<file path="src/rtl/blpg_pkg.sv">
`timescale 1ns / 1ps
`default_nettype none
// ----------------------------------------------------------------------------
// blpg_pkg
// Shared types and constants for the line pixel generator.
// ----------------------------------------------------------------------------
package blpg_pkg;

   // screen size register width
   localparam int SCREEN_BITS = 13;
   // frame-buffer address width
   localparam int ADDR_BITS   = 24;
   // csr bus widths
   localparam int CSR_ADDR_BITS = 3;
   localparam int CSR_DATA_BITS = 32;

   // csr word addresses (decoded on paddr[2])
   localparam logic CSR_SEL_WIDTH  = 1'b0;
   localparam logic CSR_SEL_HEIGHT = 1'b1;

   // reset values of the screen size
   localparam logic [SCREEN_BITS-1:0] WIDTH_RESET  = 13'd640;
   localparam logic [SCREEN_BITS-1:0] HEIGHT_RESET = 13'd480;

   // item codes
   localparam logic MODE_LOAD = 1'b0;
   localparam logic MODE_STEP = 1'b1;

   // screen configuration
   typedef struct packed {
      logic [SCREEN_BITS-1:0] width;
      logic [SCREEN_BITS-1:0] height;
   } screen_cfg_type;

   // walker status toward the output stage
   typedef struct packed {
      logic emit;     // this beat produces a pixel
      logic last;     // pixel is the end point
      logic active;   // a line is in progress
   } walk_status_type;

endpackage : blpg_pkg
`default_nettype wire

</file>
<file path="src/rtl/blpg_channels.sv">
`timescale 1ns / 1ps
`default_nettype none
// ----------------------------------------------------------------------------
// blpg channels
// Valid/ready channel interfaces for line commands and emitted pixels.
// ----------------------------------------------------------------------------
interface blpg_req_if #(
   parameter int COORD_BITS = 13
) ();
   logic                         valid;
   logic                         ready;
   logic                         mode;
   logic signed [COORD_BITS-1:0] start_x;
   logic signed [COORD_BITS-1:0] start_y;
   logic signed [COORD_BITS-1:0] end_x;
   logic signed [COORD_BITS-1:0] end_y;
   logic [31:0]                  line_color;

   modport source (output valid, mode, start_x, start_y, end_x, end_y, line_color,
                   input ready);
   modport sink   (input valid, mode, start_x, start_y, end_x, end_y, line_color,
                   output ready);
endinterface : blpg_req_if

interface blpg_rsp_if #(
   parameter int COORD_BITS = 13
) ();
   logic                         valid;
   logic                         ready;
   logic signed [COORD_BITS-1:0] pixel_x;
   logic signed [COORD_BITS-1:0] pixel_y;
   logic [31:0]                  pixel_color;
   logic                         visible;
   logic [23:0]                  fb_address;
   logic                         last;

   modport source (output valid, pixel_x, pixel_y, pixel_color, visible, fb_address,
                   last, input ready);
   modport sink   (input valid, pixel_x, pixel_y, pixel_color, visible, fb_address,
                   last, output ready);
endinterface : blpg_rsp_if
`default_nettype wire

</file>
<file path="src/rtl/blpg_csr.sv">
`timescale 1ns / 1ps
`default_nettype none
// ----------------------------------------------------------------------------
// blpg_csr
// APB-style register file holding the screen width and height.
// ----------------------------------------------------------------------------
module blpg_csr
   import blpg_pkg::*;
(
   input  wire logic                     clock,
   input  wire logic                     reset,
   input  wire logic                     psel,
   input  wire logic                     penable,
   input  wire logic                     pwrite,
   input  wire logic [CSR_ADDR_BITS-1:0] paddr,
   input  wire logic [CSR_DATA_BITS-1:0] pwdata,
   output logic      [CSR_DATA_BITS-1:0] prdata,
   output logic                          pready,
   output screen_cfg_type                cfg
);

   screen_cfg_type cfg_ff, cfg_in;
   logic           wr_en;

   assign pready = 1'b1;
   assign wr_en  = psel & penable & pwrite;

   // register write decode
   always_comb begin
      cfg_in = cfg_ff;
      if (wr_en) begin
         case (paddr[2])
            CSR_SEL_WIDTH:  cfg_in.width  = pwdata[SCREEN_BITS-1:0];
            CSR_SEL_HEIGHT: cfg_in.height = pwdata[SCREEN_BITS-1:0];
            default:        cfg_in = cfg_ff;
         endcase
      end
   end

   always_ff @(posedge clock) begin
      if (reset) begin
         cfg_ff.width  <= WIDTH_RESET;
         cfg_ff.height <= HEIGHT_RESET;
      end else begin
         cfg_ff <= cfg_in;
      end
   end

   // read mux
   always_comb begin
      case (paddr[2])
         CSR_SEL_WIDTH:  prdata = CSR_DATA_BITS'(cfg_ff.width);
         CSR_SEL_HEIGHT: prdata = CSR_DATA_BITS'(cfg_ff.height);
         default:        prdata = '0;
      endcase
   end

   assign cfg = cfg_ff;

endmodule : blpg_csr
`default_nettype wire

</file>
<file path="src/rtl/blpg_walker.sv">
`timescale 1ns / 1ps
`default_nettype none
// ----------------------------------------------------------------------------
// blpg_walker
// Line state and Bresenham error-term stepping, one beat per cycle in which take is high.
// ----------------------------------------------------------------------------
module blpg_walker
   import blpg_pkg::*;
#(
   parameter int COORD_BITS = 13
) (
   input  wire logic                         clock,
   input  wire logic                         reset,
   input  wire logic                         take,
   input  wire logic                         mode,
   input  wire logic signed [COORD_BITS-1:0] start_x,
   input  wire logic signed [COORD_BITS-1:0] start_y,
   input  wire logic signed [COORD_BITS-1:0] end_x,
   input  wire logic signed [COORD_BITS-1:0] end_y,
   input  wire logic        [31:0]           line_color,
   output logic      signed [COORD_BITS-1:0] cur_x,
   output logic      signed [COORD_BITS-1:0] cur_y,
   output logic             [31:0]           cur_color,
   output walk_status_type                   status
);

   localparam int DW = COORD_BITS + 1;   // span width / signed difference
   localparam int EW = COORD_BITS + 2;   // error term width
   localparam int XW = COORD_BITS + 3;   // doubled error width

   logic signed [COORD_BITS-1:0] cur_x_ff, cur_x_in, cur_y_ff, cur_y_in;
   logic signed [COORD_BITS-1:0] tgt_x_ff, tgt_x_in, tgt_y_ff, tgt_y_in;
   logic        [DW-1:0]         dx_ff, dx_in, dy_ff, dy_in;
   logic                         neg_x_ff, neg_x_in, neg_y_ff, neg_y_in;
   logic signed [EW-1:0]         err_ff, err_in;
   logic        [31:0]           color_ff, color_in;
   logic                         active_ff, active_in;

   logic signed [DW-1:0] diff_x, diff_y;
   logic        [DW-1:0] span_x, span_y;
   logic signed [XW-1:0] e2, dxs, dys, err_wide;
   logic                 at_end, move_x, move_y;

   // spans of a new line
   assign diff_x = $signed({end_x[COORD_BITS-1], end_x}) -
                   $signed({start_x[COORD_BITS-1], start_x});
   assign diff_y = $signed({end_y[COORD_BITS-1], end_y}) -
                   $signed({start_y[COORD_BITS-1], start_y});
   assign span_x = diff_x[DW-1] ? DW'(-diff_x) : diff_x;
   assign span_y = diff_y[DW-1] ? DW'(-diff_y) : diff_y;

   // error-term decisions
   assign at_end   = (cur_x_ff == tgt_x_ff) && (cur_y_ff == tgt_y_ff);
   assign e2       = $signed({err_ff, 1'b0});
   assign dxs      = $signed(XW'(dx_ff));
   assign dys      = $signed(XW'(dy_ff));
   assign move_x   = e2 > -dys;
   assign move_y   = e2 < dxs;
   assign err_wide = $signed({err_ff[EW-1], err_ff}) - (move_x ? dys : '0)
                     + (move_y ? dxs : '0);

   // next state
   always_comb begin
      cur_x_in  = cur_x_ff;
      cur_y_in  = cur_y_ff;
      tgt_x_in  = tgt_x_ff;
      tgt_y_in  = tgt_y_ff;
      dx_in     = dx_ff;
      dy_in     = dy_ff;
      neg_x_in  = neg_x_ff;
      neg_y_in  = neg_y_ff;
      err_in    = err_ff;
      color_in  = color_ff;
      active_in = active_ff;
      if (take) begin
         if (mode == MODE_LOAD) begin
            cur_x_in  = start_x;
            cur_y_in  = start_y;
            tgt_x_in  = end_x;
            tgt_y_in  = end_y;
            dx_in     = span_x;
            dy_in     = span_y;
            neg_x_in  = !(diff_x > 0);
            neg_y_in  = !(diff_y > 0);
            err_in    = $signed(EW'(span_x)) - $signed(EW'(span_y));
            color_in  = line_color;
            active_in = 1'b1;
         end else if (active_ff) begin
            if (at_end) begin
               active_in = 1'b0;
            end else begin
               err_in = err_wide[EW-1:0];
               if (move_x) begin
                  cur_x_in = neg_x_ff ? cur_x_ff - 1'b1 : cur_x_ff + 1'b1;
               end
               if (move_y) begin
                  cur_y_in = neg_y_ff ? cur_y_ff - 1'b1 : cur_y_ff + 1'b1;
               end
            end
         end
      end
   end

   // line state registers
   always_ff @(posedge clock) begin
      if (reset) begin
         active_ff <= 1'b0;
      end else begin
         active_ff <= active_in;
      end
   end

   always_ff @(posedge clock) begin
      cur_x_ff <= cur_x_in;
      cur_y_ff <= cur_y_in;
      tgt_x_ff <= tgt_x_in;
      tgt_y_ff <= tgt_y_in;
      dx_ff    <= dx_in;
      dy_ff    <= dy_in;
      neg_x_ff <= neg_x_in;
      neg_y_ff <= neg_y_in;
      err_ff   <= err_in;
      color_ff <= color_in;
   end

   assign cur_x         = cur_x_ff;
   assign cur_y         = cur_y_ff;
   assign cur_color     = color_ff;
   assign status.emit   = take && (mode == MODE_STEP) && active_ff;
   assign status.last   = at_end;
   assign status.active = active_ff;

endmodule : blpg_walker
`default_nettype wire

</file>
<file path="src/rtl/blpg_raster.sv">
`timescale 1ns / 1ps
`default_nettype none
// ----------------------------------------------------------------------------
// blpg_raster
// Screen clipping, frame-buffer address and the pixel output register.
// ----------------------------------------------------------------------------
module blpg_raster
   import blpg_pkg::*;
#(
   parameter int COORD_BITS = 13
) (
   input  wire logic                         clock,
   input  wire logic                         reset,
   input  wire screen_cfg_type               cfg,
   input  wire walk_status_type              status,
   input  wire logic signed [COORD_BITS-1:0] cur_x,
   input  wire logic signed [COORD_BITS-1:0] cur_y,
   input  wire logic        [31:0]           cur_color,
   output logic                              open,
   blpg_rsp_if.source                        rsp_bus
);

   localparam int UW = COORD_BITS - 1;                       // magnitude bits
   localparam int CW = (UW > SCREEN_BITS ? UW : SCREEN_BITS) + 1;
   localparam int PW = UW + SCREEN_BITS;                     // product width

   logic                         valid_ff, valid_in;
   logic signed [COORD_BITS-1:0] px_ff, py_ff;
   logic        [31:0]           color_ff;
   logic                         vis_ff, last_ff;
   logic        [ADDR_BITS-1:0]  addr_ff;

   logic [UW-1:0]        x_mag, y_mag;
   logic                 in_x, in_y, vis;
   logic [PW-1:0]        row_base;
   logic [ADDR_BITS-1:0] addr;

   // clip against the screen
   assign x_mag = cur_x[UW-1:0];
   assign y_mag = cur_y[UW-1:0];
   assign in_x  = !cur_x[COORD_BITS-1] && (CW'(x_mag) < CW'(cfg.width));
   assign in_y  = !cur_y[COORD_BITS-1] && (CW'(y_mag) < CW'(cfg.height));
   assign vis   = in_x && in_y;

   // row stride times y plus x, modulo the address width
   assign row_base = PW'(y_mag) * PW'(cfg.width);
   assign addr     = vis ? (ADDR_BITS'(row_base) + ADDR_BITS'(x_mag)) : '0;

   // output register takes a new beat when empty or being drained
   assign open     = !valid_ff || rsp_bus.ready;
   assign valid_in = status.emit || (valid_ff && !rsp_bus.ready);

   always_ff @(posedge clock) begin
      if (reset) begin
         valid_ff <= 1'b0;
      end else begin
         valid_ff <= valid_in;
      end
   end

   always_ff @(posedge clock) begin
      if (status.emit) begin
         px_ff    <= cur_x;
         py_ff    <= cur_y;
         color_ff <= cur_color;
         vis_ff   <= vis;
         addr_ff  <= addr;
         last_ff  <= status.last;
      end
   end

   assign rsp_bus.valid       = valid_ff;
   assign rsp_bus.pixel_x     = px_ff;
   assign rsp_bus.pixel_y     = py_ff;
   assign rsp_bus.pixel_color = color_ff;
   assign rsp_bus.visible     = vis_ff;
   assign rsp_bus.fb_address  = addr_ff;
   assign rsp_bus.last        = last_ff;

endmodule : blpg_raster
`default_nettype wire

</file>
<file path="src/rtl/bresenham_line_pixel_generator.sv">
`timescale 1ns / 1ps
`default_nettype none
// ----------------------------------------------------------------------------
// bresenham_line_pixel_generator
// Integer line walker emitting clipped pixels with frame-buffer addresses.
// ----------------------------------------------------------------------------
//  channel  | dir | handshake         | beat
//  req_bus  | in  | valid/ready       | mode, endpoints, line_color
//  rsp_bus  | out | valid/ready       | pixel x/y, color, visible, fb_address, last
//  apb      | in  | psel/penable      | screen_width @0x0, screen_height @0x4
//
//  One beat per cycle while req_bus.ready is high: a step beat's pixel appears
//  in the output register on the next cycle, with its clip flag and y*width address.
//  Reset empties the output register and leaves the walker idle; the screen
//  size returns to 640x480.
//  req_bus.ready drops only while a pixel sits in the output register and
//  rsp_bus.ready is low.
// ----------------------------------------------------------------------------
module bresenham_line_pixel_generator
   import blpg_pkg::*;
#(
   parameter int COORD_BITS = 13
) (
   input  wire logic                     clock,
   input  wire logic                     reset,
   blpg_req_if.sink                      req_bus,
   blpg_rsp_if.source                    rsp_bus,
   input  wire logic                     psel,
   input  wire logic                     penable,
   input  wire logic                     pwrite,
   input  wire logic [CSR_ADDR_BITS-1:0] paddr,
   input  wire logic [CSR_DATA_BITS-1:0] pwdata,
   output logic      [CSR_DATA_BITS-1:0] prdata,
   output logic                          pready
);

   screen_cfg_type               cfg;
   walk_status_type              status;
   logic signed [COORD_BITS-1:0] cur_x, cur_y;
   logic        [31:0]           cur_color;
   logic                         open, take;

   assign req_bus.ready = open;
   assign take          = req_bus.valid && open;

   // screen size registers
   blpg_csr u_csr (
      .clock   (clock),
      .reset   (reset),
      .psel    (psel),
      .penable (penable),
      .pwrite  (pwrite),
      .paddr   (paddr),
      .pwdata  (pwdata),
      .prdata  (prdata),
      .pready  (pready),
      .cfg     (cfg)
   );

   // line state and stepping
   blpg_walker #(.COORD_BITS(COORD_BITS)) u_walker (
      .clock      (clock),
      .reset      (reset),
      .take       (take),
      .mode       (req_bus.mode),
      .start_x    (req_bus.start_x),
      .start_y    (req_bus.start_y),
      .end_x      (req_bus.end_x),
      .end_y      (req_bus.end_y),
      .line_color (req_bus.line_color),
      .cur_x      (cur_x),
      .cur_y      (cur_y),
      .cur_color  (cur_color),
      .status     (status)
   );

   // clipping, address and output register
   blpg_raster #(.COORD_BITS(COORD_BITS)) u_raster (
      .clock     (clock),
      .reset     (reset),
      .cfg       (cfg),
      .status    (status),
      .cur_x     (cur_x),
      .cur_y     (cur_y),
      .cur_color (cur_color),
      .open      (open),
      .rsp_bus   (rsp_bus)
   );

`ifndef SYNTHESIS
   // a step on an active line always lands in the output register
   a_step_emits: assert property (@(posedge clock) disable iff (reset)
      (take && req_bus.mode == MODE_STEP && status.active) |=> rsp_bus.valid)
      else $error("step beat on active line produced no pixel");

   // a load into an empty output register produces no pixel
   a_load_silent: assert property (@(posedge clock) disable iff (reset)
      (take && req_bus.mode == MODE_LOAD && !rsp_bus.valid) |=> !rsp_bus.valid)
      else $error("load beat produced a pixel");

   // emitting the end point leaves the walker idle
   a_end_idle: assert property (@(posedge clock) disable iff (reset)
      (status.emit && status.last) |=> !status.active)
      else $error("walker still active after end point");

   // output register is empty after reset
   a_reset_empty: assert property (@(posedge clock)
      reset |=> !rsp_bus.valid)
      else $error("pixel valid right after reset");
`endif

endmodule : bresenham_line_pixel_generator
`default_nettype wire
</file>
<file path="src/flat_wrapper.sv">
// flat-port wrapper written by rule: the top's interface ports become plain ports
module bresenham_line_pixel_generator_flat import blpg_pkg::*;
#(
   parameter int COORD_BITS = 13
)
  (clock, reset, psel, penable, pwrite, paddr, pwdata, prdata, pready, req_bus_valid, req_bus_mode, req_bus_start_x, req_bus_start_y, req_bus_end_x, req_bus_end_y, req_bus_line_color, req_bus_ready, rsp_bus_valid, rsp_bus_pixel_x, rsp_bus_pixel_y, rsp_bus_pixel_color, rsp_bus_visible, rsp_bus_fb_address, rsp_bus_last, rsp_bus_ready);
  blpg_req_if #(.COORD_BITS(COORD_BITS)) req_bus_i ();
  blpg_rsp_if #(.COORD_BITS(COORD_BITS)) rsp_bus_i ();
  input  wire logic clock;
  input  wire logic reset;
  input  wire logic psel;
  input  wire logic penable;
  input  wire logic pwrite;
  input  wire logic [CSR_ADDR_BITS-1:0] paddr;
  input  wire logic [CSR_DATA_BITS-1:0] pwdata;
  output logic      [CSR_DATA_BITS-1:0] prdata;
  output logic pready;
  input wire logic [$bits(req_bus_i.valid)-1:0] req_bus_valid;
  input wire logic [$bits(req_bus_i.mode)-1:0] req_bus_mode;
  input wire logic [$bits(req_bus_i.start_x)-1:0] req_bus_start_x;
  input wire logic [$bits(req_bus_i.start_y)-1:0] req_bus_start_y;
  input wire logic [$bits(req_bus_i.end_x)-1:0] req_bus_end_x;
  input wire logic [$bits(req_bus_i.end_y)-1:0] req_bus_end_y;
  input wire logic [$bits(req_bus_i.line_color)-1:0] req_bus_line_color;
  output wire logic [$bits(req_bus_i.ready)-1:0] req_bus_ready;
  output wire logic [$bits(rsp_bus_i.valid)-1:0] rsp_bus_valid;
  output wire logic [$bits(rsp_bus_i.pixel_x)-1:0] rsp_bus_pixel_x;
  output wire logic [$bits(rsp_bus_i.pixel_y)-1:0] rsp_bus_pixel_y;
  output wire logic [$bits(rsp_bus_i.pixel_color)-1:0] rsp_bus_pixel_color;
  output wire logic [$bits(rsp_bus_i.visible)-1:0] rsp_bus_visible;
  output wire logic [$bits(rsp_bus_i.fb_address)-1:0] rsp_bus_fb_address;
  output wire logic [$bits(rsp_bus_i.last)-1:0] rsp_bus_last;
  input wire logic [$bits(rsp_bus_i.ready)-1:0] rsp_bus_ready;
  assign req_bus_i.valid = req_bus_valid;
  assign req_bus_i.mode = req_bus_mode;
  assign req_bus_i.start_x = req_bus_start_x;
  assign req_bus_i.start_y = req_bus_start_y;
  assign req_bus_i.end_x = req_bus_end_x;
  assign req_bus_i.end_y = req_bus_end_y;
  assign req_bus_i.line_color = req_bus_line_color;
  assign req_bus_ready = req_bus_i.ready;
  assign rsp_bus_valid = rsp_bus_i.valid;
  assign rsp_bus_pixel_x = rsp_bus_i.pixel_x;
  assign rsp_bus_pixel_y = rsp_bus_i.pixel_y;
  assign rsp_bus_pixel_color = rsp_bus_i.pixel_color;
  assign rsp_bus_visible = rsp_bus_i.visible;
  assign rsp_bus_fb_address = rsp_bus_i.fb_address;
  assign rsp_bus_last = rsp_bus_i.last;
  assign rsp_bus_i.ready = rsp_bus_ready;
  bresenham_line_pixel_generator #(.COORD_BITS(COORD_BITS)) u_core (.clock(clock), .reset(reset), .req_bus(req_bus_i), .rsp_bus(rsp_bus_i), .psel(psel), .penable(penable), .pwrite(pwrite), .paddr(paddr), .pwdata(pwdata), .prdata(prdata), .pready(pready));
endmodule
</file>
<file path="config.mk">
export PLATFORM = sky130hd
export DESIGN_NAME = bresenham_line_pixel_generator_flat
export DESIGN_NICKNAME = d
export VERILOG_FILES = /design/src/rtl/blpg_pkg.sv /design/src/rtl/blpg_channels.sv /design/src/rtl/blpg_csr.sv /design/src/rtl/blpg_walker.sv /design/src/rtl/blpg_raster.sv /design/src/rtl/bresenham_line_pixel_generator.sv /design/src/flat_wrapper.sv
export SDC_FILE = /design/constraint.sdc
export NUM_CORES = 1
export LEC_CHECK = 0
export BUFFER_PORTS_ARGS = -buffer_cell sky130_fd_sc_hd__buf_4
export CORE_MARGIN = 1
export CORE_UTILIZATION = 60
export CTS_CLUSTER_SIZE = 12
export DETAILED_ROUTE_END_ITERATION = 10
export PLACE_DENSITY = 0.79
export SKIP_LAST_GASP = 1
export SYNTH_ARGS = -nofsm -noshare
export SYNTH_HDL_FRONTEND = slang
export SYNTH_SLANG_ARGS = --single-unit
</file>
<file path="constraint.sdc">
create_clock -name clock -period 9.2 [get_ports clock]
set_clock_uncertainty 0.05 [all_clocks]
set_input_delay 1.84 -clock clock [delete_from_list [all_inputs] [get_ports clock]]
set_output_delay 1.84 -clock clock [all_outputs]
set_load 0.02 [all_outputs]
</file>
==> summary.md, run 1 <==
| Metric | Value |
|---|---|
| #FFs+latches synth | `241` |
| Vias after detailed routing | `15700` |
| Crit start category | `flip-flop` |
| Routed WL | `52100 um` |
| Initial Util | `61.4%` |
| Die area | `34200 um2` |
| Maximum capacitance violations | `0` |
| Crit Path Class | `reg2reg` |
| Final hold violation count | `0` |
| PwrDens | `242 nW/um2` |
| # hold bufs at CTS | `0` |
| Switch Pwr | `2310 uW` |
| DR WL/cell | `19.4 um` |
| Synth Instances | `2041` |
| Sequential fraction of the synthesis area | `34.6%` |
| Nets@finish | `2686` |
| Final Power | `5540 uW` |
| Clk Latency, worst-skew pair | `0.57 ns` |
| Num CTS Buffers | `28` |
| Static leakage | `0.0104 uW` |
| TritonRoute pass-1 iters | `5` |
| Fill cell count | `2461` |
| Vias per std cell | `5.85` |
| CP Data Arrival Time | `7.02 ns` |
| Fmax | `148 MHz` |
| Final Slew Violations | `0` |
| CTS H-tree depth | `1` |
| Top post-synthesis cells by area | `edfxtp_1 32%, fa_1 14%, ha_1 12%` |
| Share of layout cells above drive strength 1 | `12.3%` |
| Crit share post-route | `73.4%` |
| CTS tree | `built` |
| Critical Path RT | `9.47 ns` |
| Grt ovf | `0` |
| Core area | `32700 um2` |
| Peak supply drop | `0.224 mV` |
| Min-Delay Path Class | `reg2reg` |
| # clock sinks | `241` |
| Yosys cell types | `65` |
| Die Y | `185 um` |
| Post-synth top cells | `291 x inv_1, 234 x nand2_1, 213 x edfxtp_1, 197 x ha_1, 139 x fa_1` |
| Comb pwr share | `52.7%` |
| Global Route Usage Sum | `31.2%` |
| Post CTS Setup Buffer Count | `0` |
| Reg-to-reg setup timing slack | `2.45 ns` |
| Layout area overhead | `14.0%` |
| Vias in the first global route | `16100` |
| Sw Share | `41.6%` |
| Ys flop type | `edfxtp_1` |
| Area leader, netlist | `edfxtp_1` |
| HPWL after DPL | `40000 um` |
| Largest net degree at the start of global routing | `78` |
| Detailed router's first-iteration violation count | `1261` |
| PortBufs | `204` |
| Async SR Flop Fraction | `0%` |
| Placer Congestion | `0.926` |
| Routed Antenna Nets | `0` |
| Final min period | `6.75 ns` |
| Count leader, synth | `inv_1` |
| Clock power frac | `20.3%` |
| Final setup vio count | `0` |
| Top cell type's share of synthesized area | `31.8%` |
| Die Width | `185 um` |
| Root buf cell | `clkbuf_16` |
| Number of synthesized flops with an enable pin | `213` |
| P_int | `3240 uW` |
| CTS Buffer Depth | `3` |
| Crit end category | `flip-flop` |
| Mapped Area | `20100 um2` |
| Clk slew on worst S/H paths | `0.06 ns` |
| Setup TNS | `0 ns` |
| Synth Warn # | `0` |
| IO Count | `246` |
| PostCTS Resize Cnt | `0` |
| Initial antenna violation count | `0` |
| Relative slew slack | `31.5%` |
| Core Rows | `66` |
| Ant. Diodes | `0` |
| Worst-margin pin slew | `1.03 ns` |
| RSZ-0062 raised after global routing | `no` |
| Outcome | `completed` |
| DR DRC count | `0` |
| Crit path max fanout | `15` |
| Mean instance size in the synthesized netlist | `9.84 um2` |
| First-pass GRT wire length | `81900 um` |
| Flop pwr share | `27.1%` |
routing by layer:
layer / global-route usage [%] / wire length, um / vias to the layer above
li1: - / - / 7232
met3: 5.13 / 3700 / 185
met4: 17.6 / 2910 / 0
met5: 0 / 0 / -
met1: 36.4 / 19600 / 7586
met2: 54.6 / 25900 / 676
path summary, 6_finish.rpt:
| path | start | endpoint | cells after the start |
|---|---|---|---|
| max | u_core.u_walker.dy_ff[3] | u_core.u_walker.err_ff[10] | 23 |
| min | u_core.u_walker.cur_color[20] | u_core.u_raster.rsp_bus.pixel_color[20] | 0 |
| max reg2reg | u_core.u_walker.dy_ff[3] | u_core.u_walker.err_ff[10] | 23 |
| min reg2reg | u_core.u_walker.cur_color[20] | u_core.u_raster.rsp_bus.pixel_color[20] | 0 |
through the flow:
step	instances	hold WS, ns	area, um2	worst slack [ns]	utilization (%)
floorplan	2059	0.350	20200	2.50	-
global placement	2635	0.351	22000	2.65	67.1
detailed placement	2635	0.355	22000	2.52	67.1
CTS	2682	0.365	22900	2.56	70.0
global route	2682	0.371	22900	1.90	70.0
finish	2682	0.365	22900	2.45	70.0
cells by family after synthesis:
kind of cell | share of synthesized area (%)
adders and majority gates | 26.1
buffers and inverters | 7.30
AOI/OAI and AO/OA | 11.3
muxes | 0.735
xor gates and xnor gates | 6.19
and+or+nand+nor | 13.7
other | 0.0374
DFF | 34.6
sequential cells by signal, indices dropped and copies added, names as in the netlist, 14 cells and up:
signal and cells:
u_core.u_walker.err_ff 15, u_core.u_raster.rsp_bus.fb_address 24, u_core.u_walker.cur_color 32, u_core.u_csr.cfg 26, u_core.u_raster.rsp_bus.pixel_color 32, u_core.u_walker.dy_ff 14
u_core.u_walker.dx_ff 14
critical path, stage by stage, from the launching register on:
cell      delay, ns
edfxtp_1       0.48
nor4_1         0.56
nand3_1        0.29
o41ai_1        0.30
o21ai_0        0.14
ha_1           0.30
and3_1         0.17
nand3_1        0.12
o31ai_1        0.35
a211o_1        0.15
a21oi_1        0.04
o22ai_1        0.14
buf_4          0.25
and2_1         0.18
fa_1           0.47
fa_1           0.49
nor2b_1        0.15
o21ai_0        0.15
a21boi_0       0.31
o21ai_0        0.17
a21oi_1        0.48
a21oi_1        0.17
a41o_1         0.26
or3_1          0.30
area by class of cell:
type / instances / area, um2 / share of cell area, %
clock buffer: 34 / 786 / 3.43
clock inverter: 13 / 148 / 0.645
inverter: 291 / 1090 / 4.78
multi-input combinational: 1448 / 11800 / 51.3
sequential: 241 / 6960 / 30.4
tap: 442 / 553 / 2.42
timing repair buffer: 213 / 1600 / 6.99
layout by cell type, fill, tap and decap left out, drive strengths merged, types with 15 or more instances in the layout:
master | synthesis | layout
inv | 291 | 292
nand2 | 234 | 234
buf | 28 | 213
edfxtp | 213 | 213
ha | 197 | 197
fa | 139 | 139
nor2 | 111 | 111
a21oi | 108 | 108
xnor2 | 83 | 83
o21ai | 79 | 79
and2 | 72 | 72
xor2 | 59 | 59
a21o | 48 | 48
clkbuf | 51 | 34
nand3 | 29 | 29
dfxtp | 28 | 28
nor3 | 22 | 22
conb | 2 | 20
nand2b | 19 | 19
nor4 | 18 | 18
nor2b | 16 | 16
o31ai | 16 | 16
o21a | 15 | 15
a31oi | 15 | 15
power groups by stage:
stage	clock, uW	sequential, uW	combinational, uW
after global routing	1180	1510	3250
after global placement	0	1510	2700
after floorplan	0	1440	2210
after CTS	1140	1490	2870
after detailed placement	0	1520	2830
final	1120	1500	2920
Power figures use the tool's default switching activity.
==> run 2: changes to the inputs <==
--- a/config.mk
+++ b/config.mk
@@ -5,6 +5,7 @@
 export SDC_FILE = /design/constraint.sdc
 export NUM_CORES = 1
 export LEC_CHECK = 0
+export ABC_AREA = 1
 export BUFFER_PORTS_ARGS = -buffer_cell sky130_fd_sc_hd__buf_4
 export CORE_MARGIN = 1
 export CORE_UTILIZATION = 60
==> constraint.sdc (replaced) <==
create_clock -name clock -period 6.9 [get_ports clock]
set_clock_uncertainty 0.05 [all_clocks]
set_input_delay 1.38 -clock clock [delete_from_list [all_inputs] [get_ports clock]]
set_output_delay 1.38 -clock clock [all_outputs]
set_load 0.02 [all_outputs]
==> summary.md, run 2 <==
| Metric | Value |
|---|---|
| Crit path max fanout | `15 (unchanged)` |
| RSZ-0062 raised after global routing | `no` |
| Vias per std cell | `5.44 (-7.0%)` |
| Mean instance size in the synthesized netlist | `8.29 um2 (-16%)` |
| Setup TNS | `0 ns (unchanged)` |
| Die Width | `189 um (+2.1%)` |
| Crit share post-route | `83.1% (+9.7 points)` |
| CTS tree | `built` |
| Design area | `23800 um2 (+3.9%)` |
| Outcome | `completed` |
| Critical Path RT | `7.19 ns (-2.28 ns)` |
| Critical-path top delay cell | `fa_1` |
| Final setup vio count | `0 (unchanged)` |
| CP Data Arrival Time | `6.03 ns (-0.99 ns)` |
| Crit start category | `flip-flop` |
| DR DRC count | `0 (unchanged)` |
| Peak supply drop | `0.369 mV (+65%)` |
| PostCTS Resize Cnt | `0 (unchanged)` |
| Final Slew Violations | `0 (unchanged)` |
| Min-Delay Path Class | `reg2reg` |
| First-pass GRT wire length | `87200 um (+6.4%)` |
| Ys flop type | `edfxtp_1` |
| Number of synthesized flops with an enable pin | `213 (unchanged)` |
| Initial antenna violation count | `3 (+3)` |
| Reg-to-reg setup timing slack | `1.17 ns (-1.28 ns)` |
| Clk slew on worst S/H paths | `0.06 ns (about the same)` |
| Root buf cell | `clkbuf_16` |
| Fill cell count | `2772 (+13%)` |
| Grt ovf | `0 (unchanged)` |
| PortBufs | `204 (unchanged)` |
| Die area | `35600 um2 (+4.2%)` |
| Detailed router's first-iteration violation count | `1011 (-20%)` |
| CP max stage delay | `0.51 ns (-0.05 ns)` |
| Placer Congestion | `0.948 (+2.4%)` |
| Vias after detailed routing | `17300 (+11%)` |
| Routed WL | `54500 um (+4.6%)` |
| PwrDens | `310 nW/um2 (+28%)` |
| Synth Warn # | `0 (unchanged)` |
| Die Y | `189 um (+2.1%)` |
| Mapped Area | `20900 um2 (+4.3%)` |
| Crit end category | `flip-flop` |
| Count leader, synth | `nand2_1` |
| Final hold violation count | `0 (unchanged)` |
| #FFs+latches synth | `241 (unchanged)` |
| Async SR Flop Fraction | `0% (unchanged)` |
| Yosys cell types | `51 (-22%)` |
| DP Worst Slack | `1.27 ns (-1.25 ns)` |
| Clk Latency, worst-skew pair | `0.57 ns (about the same)` |
| CTS Buffer Depth | `3 (unchanged)` |
| Area after DPL | `22800 um2 (+4.0%)` |
| Routed Antenna Nets | `0 (unchanged)` |
| Post-synth top cells | `584 x nand2_1, 521 x inv_1, 213 x edfxtp_1, 197 x ha_1, 158 x nor2_1` |
| Relative slew slack | `21.0% (-10 points)` |
| Vias in the first global route | `17400 (+8.0%)` |
| CTS H-tree depth | `1 (unchanged)` |
| Core area | `34500 um2 (+5.4%)` |
| # hold bufs at CTS | `0 (unchanged)` |
| Post CTS Setup Buffer Count | `0 (unchanged)` |
| IO Count | `246 (unchanged)` |
| Largest net degree at the start of global routing | `71 (-9.0%)` |
| Crit Path Class | `reg2reg` |
| Core Rows | `68 (+3.0%)` |
| Nets@finish | `3175 (+18%)` |
| Fmax | `174 MHz (+18%)` |
| HPWL after DPL | `43600 um (+8.9%)` |
| Static leakage | `0.0121 uW (+17%)` |
| Maximum capacitance violations | `0 (unchanged)` |
| Commonest non-fill, non-tap cell in the layout | `nand2_1` |
| Non-filler cells, final | `3189 (+19%)` |
| Share of layout cells above drive strength 1 | `11.2% (-1.1 points)` |
| Placed insts | `3137 (+19%)` |
| Final min period | `5.73 ns (-1.02 ns)` |
| Num CTS Buffers | `28 (unchanged)` |
| TritonRoute pass-1 iters | `7 (+2)` |
| CP most frequent cell | `nand2_1` |
| Sequential fraction of the synthesis area | `33.2% (-1.4 points)` |
| Global Route Usage Sum | `30.9% (-0.28 points)` |
| Top cell type's share of synthesized area | `30.5% (-1.3 points)` |
| # clock sinks | `241 (unchanged)` |
| Worst-margin pin slew | `1.18 ns (+0.153 ns)` |
| Top post-synthesis cells by area | `edfxtp_1 31%, fa_1 13%, ha_1 12%` |
| Final WS setup | `1.17 ns (-1.28 ns)` |
| Layout area overhead | `13.6%` |
| Synth Instances | `2525 (+24%)` |
| Most frequent cells in the layout | `584 x nand2_1, 521 x inv_1, 213 x edfxtp_1` |
| Initial Util | `60.8% (-0.65 points)` |
| Area leader, netlist | `edfxtp_1` |
| DR WL/cell | `17.1 um (-12%)` |
==> run 2: layout make-up <==
class / count / area (um2) / share of cell area (%)
Inverter: 527 / 1980 / 8.34
Sequential cell: 241 / 6960 / 29.2
Tap cell: 455 / 569 / 2.39
Clock inverter: 12 / 173 / 0.726
Timing Repair Buffer: 209 / 1580 / 6.65
Antenna cell: 3 / 7.51 / 0.0316
Multi-Input combinational cell: 1705 / 11700 / 49.4
Clock buffer: 37 / 777 / 3.27
==> run 2: stage by stage <==
stage          power, uW  hold WS, ns  utilization, %
2_1_floorplan       4790        0.350               -
3_3_place_gp        5710        0.350            66.3
3_5_place_dp        5820        0.355            66.3
4_1_cts             7360        0.368            69.0
5_1_grt             8010        0.376            69.0
6_report            7370        0.368            69.0
==> run 2: critical path, delay by kind of cell (launching register included) <==
family / cells / cell delay, ns
adder cells (fa/ha/maj): 3 / 1.17
XOR/XNOR: 1 / 0.17
AO/OA/AOI/OAI: 3 / 0.64
AND/OR/NAND/NOR: 20 / 2.68
flip-flops: 1 / 0.42
buffers and inverters: 3 / 0.36
==> run 2: routing by layer <==
| layer | GRT usage (%) | wire length [um] | vias to the layer above |
|---|---|---|---|
| li1 | - | - | 8350 |
| met1 | 39.1 | 22000 | 8258 |
| met2 | 53.9 | 26900 | 613 |
| met5 | 0 | 0 | - |
| met3 | 4.51 | 3740 | 123 |
| met4 | 10.9 | 1810 | 0 |
==> run 2: final timing paths <==
kind                            startpoint                                       to  depth (start not counted)
max reg2reg       u_core.u_walker.dy_ff[1]               u_core.u_walker.err_ff[12]                         30
min reg2reg  u_core.u_walker.cur_color[31]  u_core.u_raster.rsp_bus.pixel_color[31]                          0
min          u_core.u_walker.cur_color[31]  u_core.u_raster.rsp_bus.pixel_color[31]                          0
max               u_core.u_walker.dy_ff[1]               u_core.u_walker.err_ff[12]                         30
==> run 2: power by group <==
group	total [uW]	switching, uW	internal (uW)
Combinational	3900	2490	1410
Clock	1520	616	907
Sequential	1940	167	1780
==> run 2: cells by family (layout without fill, tap and decap cells) <==
group | Yosys count | in the layout | share of synthesized area, %
AOI/OAI and AO/OA | 303 | 303 | 7.73
xor gates and xnor gates | 80 | 80 | 3.49
adders and majority gates | 336 | 336 | 25.1
buffers and inverters | 597 | 785 | 11.1
DFF | 241 | 241 | 33.2
muxes | 1 | 1 | 0.0478
other | 2 | 23 | 0.0359
and+or+nand+nor | 965 | 965 | 19.3
==> run 3: changes to the inputs <==
==> constraint.sdc (replaced) <==
create_clock -name clock -period 5.57 [get_ports clock]
set_clock_uncertainty 0.05 [all_clocks]
set_input_delay 1.114 -clock clock [delete_from_list [all_inputs] [get_ports clock]]
set_output_delay 1.114 -clock clock [all_outputs]
set_load 0.02 [all_outputs]
==> summary.md, run 3 (synthesized netlist as in run 2, its figures left out) <==
| Metric | Value |
|---|---|
| # clock sinks | `241 (unchanged)` |
| Initial antenna violation count | `3 (unchanged)` |
| DR DRC count | `0 (unchanged)` |
| Outcome | `completed` |
| CTS tree | `built` |
| Placed insts | `3186 (+1.6%)` |
| CP max stage delay | `0.57 ns (+0.06 ns)` |
| Routed Antenna Nets | `0 (unchanged)` |
| # hold bufs at CTS | `0 (unchanged)` |
| Fill cell count | `2738 (-1.2%)` |
| Clk Latency, worst-skew pair | `0.59 ns (+0.02 ns)` |
| Crit end category | `flip-flop` |
| Hold WS | `0.361 ns (-0.00667 ns)` |
| Crit Path Class | `reg2reg` |
| Min-Delay Path Class | `reg2reg` |
| Multi-input logic area | `11800 um2 (+0.47%)` |
| Die Width | `189 um (unchanged)` |
| IO Count | `246 (unchanged)` |
| Min-Delay Path Depth | `0 (unchanged)` |
| Total stage count of the critical path | `16 (-47%)` |
| Maximum capacitance violations | `0 (unchanged)` |
| Global Route Usage Sum | `31.3% (+0.35 points)` |
| Core Rows | `68 (unchanged)` |
| Die area | `35600 um2 (unchanged)` |
| Grt ovf | `0 (unchanged)` |
| Critical Path RT | `5.81 ns (-1.38 ns)` |
| Final min period | `5.25 ns (-0.481 ns)` |
| Vias after detailed routing | `17600 (+1.6%)` |
| Root buf cell | `clkbuf_16` |
| Core area | `34500 um2 (unchanged)` |
| Crit start category | `flip-flop` |
| Worst-margin pin slew | `1.12 ns (-0.0558 ns)` |
| HPWL after DPL | `44000 um (+0.97%)` |
| CP Data Arrival Time | `5.49 ns (-0.54 ns)` |
| Crit share post-route | `94.3% (+11 points)` |
| First-pass GRT wire length | `88100 um (+1.0%)` |
| Commonest non-fill, non-tap cell in the layout | `nand2_1` |
| Buf/Inv on CP | `3 (unchanged)` |
| CTS H-tree depth | `1 (unchanged)` |
| Share of layout cells above drive strength 1 | `13.9% (+2.7 points)` |
| Most frequent cells in the layout | `584 x nand2_1, 521 x inv_1, 274 x buf_4` |
| Final hold violation count | `0 (unchanged)` |
| Critical-path top delay cell | `dfxtp_1` |
| Non-filler cells, final | `3256 (+2.1%)` |
| Largest net degree at the start of global routing | `72 (+1.4%)` |
| PortBufs | `204 (unchanged)` |
| Die Y | `189 um (unchanged)` |
| Clk slew on worst S/H paths | `0.06 ns (about the same)` |
| Vias in the first global route | `17600 (+0.69%)` |
| Num CTS Buffers | `28 (unchanged)` |
| TritonRoute pass-1 iters | `8 (+1)` |
| DR WL/cell | `17.0 um (-0.54%)` |
| FF-to-FF path depth | `16 (-47%)` |
| Detailed router's first-iteration violation count | `1352 (+34%)` |
| CP cell instances | `nand2_1 -> fa_1 -> inv_1 -> fa_1 -> fa_1 -> fa_1 -> inv_1 -> fa_1 -> inv_1 -> ha_1 -> nand2_1 -> nor4_1 -> nand3_1 -> nand3_1 -> xor2_1 -> nor2_1` |
| Initial Util | `60.8% (unchanged)` |
| Design area | `24400 um2 (+2.7%)` |
| PwrDens | `387 nW/um2 (+25%)` |
| Static leakage | `0.0125 uW (+3.2%)` |
| Crit path max fanout | `6 (-9)` |
| CP most frequent cell | `fa_1` |
| Relative slew slack | `24.9% (+3.8 points)` |
| Vias per std cell | `5.41 (-0.52%)` |
| Final setup vio count | `0 (unchanged)` |
| Area after DPL | `23200 um2 (+1.7%)` |
| Layout area overhead | `16.6%` |
| Final Slew Violations | `0 (unchanged)` |
| Fmax | `190 MHz (+9.2%)` |
| Kind of cell adding the most delay to the critical path | `adder cells` |
| Nets@finish | `3245 (+2.2%)` |
| CTS Buffer Depth | `3 (unchanged)` |
| Routed WL | `55300 um (+1.6%)` |
| Placer Congestion | `0.943 (-0.54%)` |
| Peak supply drop | `0.504 mV (+37%)` |
| Register area | `6960 um2 (about the same)` |
run 3: changes by cell type in the layout (fill, tap and decap cells not counted), moves of 4 or more:
cell / before / now
nor2_1: 157 / 152
nor2_2: 3 / 8
buf_12: 1 / 5
buf_4: 208 / 274
run 3: through the flow:
step	setup TNS (ns)	utilization, %	power (uW)	setup WS, ns
floorplan	0	-	5930	0.238
global placement	0	67.4	7250	0.228
detailed placement	0	67.4	7410	0.0937
CTS	0	70.1	9340	0.0953
global route	-0.0261	70.9	10300	-0.0213
finish	0	70.9	9460	0.319
run 3: power by group:
| part | switching (uW) | internal, uW |
|---|---|---|
| Combinational | 3200 | 2000 |
| Clock | 778 | 1130 |
| Sequential | 149 | 2200 |
| Total | 4130 | 5330 |
run 3: worst register-to-register path: cells and delay by family, from the launching register on:
family,cells,cell delay [ns]
DFF,1,0.57
and+or+nand+nor,6,1.00
buffers and inverters,3,0.16
adders and majority gates,6,3.03
xor gates and xnor gates,1,0.16
run 3: routing by layer:
metal	vias to the layer above	wire [um]	track usage [%]
li1	8477	-	-
met1	8360	22400	40.1
met4	2	1570	9.27
met5	-	13	0
met2	659	27400	55.3
met3	119	3850	3.93
run 3: what timing repair did:
item | CTS | global route
setup endpoints to repair | 0 | 20
setup buffers | 0 | 21
resized for setup | 0 | 18
run 3: cell type report:
class / instances / share of cell area, %
Clock buffer: 37 / 3.35
Multi-Input combinational cell: 1705 / 48.3
Clock inverter: 11 / 0.564
Antenna cell: 1 / 0.0102
Tap cell: 455 / 2.33
Sequential cell: 241 / 28.5
Inverter: 527 / 8.12
Timing Repair Buffer: 279 / 8.83
run 3: final timing paths:
path / from / end / slack [ns]
hold reg to reg: u_core.u_walker.cur_color[3] / u_core.u_raster.rsp_bus.pixel_color[3] / 0.36
hold / removal: u_core.u_walker.cur_color[3] / u_core.u_raster.rsp_bus.pixel_color[3] / 0.36
setup reg to reg: u_core.u_csr.cfg[17] / u_core.u_raster.rsp_bus.fb_address[20] / 0.32
setup / recovery: u_core.u_csr.cfg[17] / u_core.u_raster.rsp_bus.fb_address[20] / 0.32
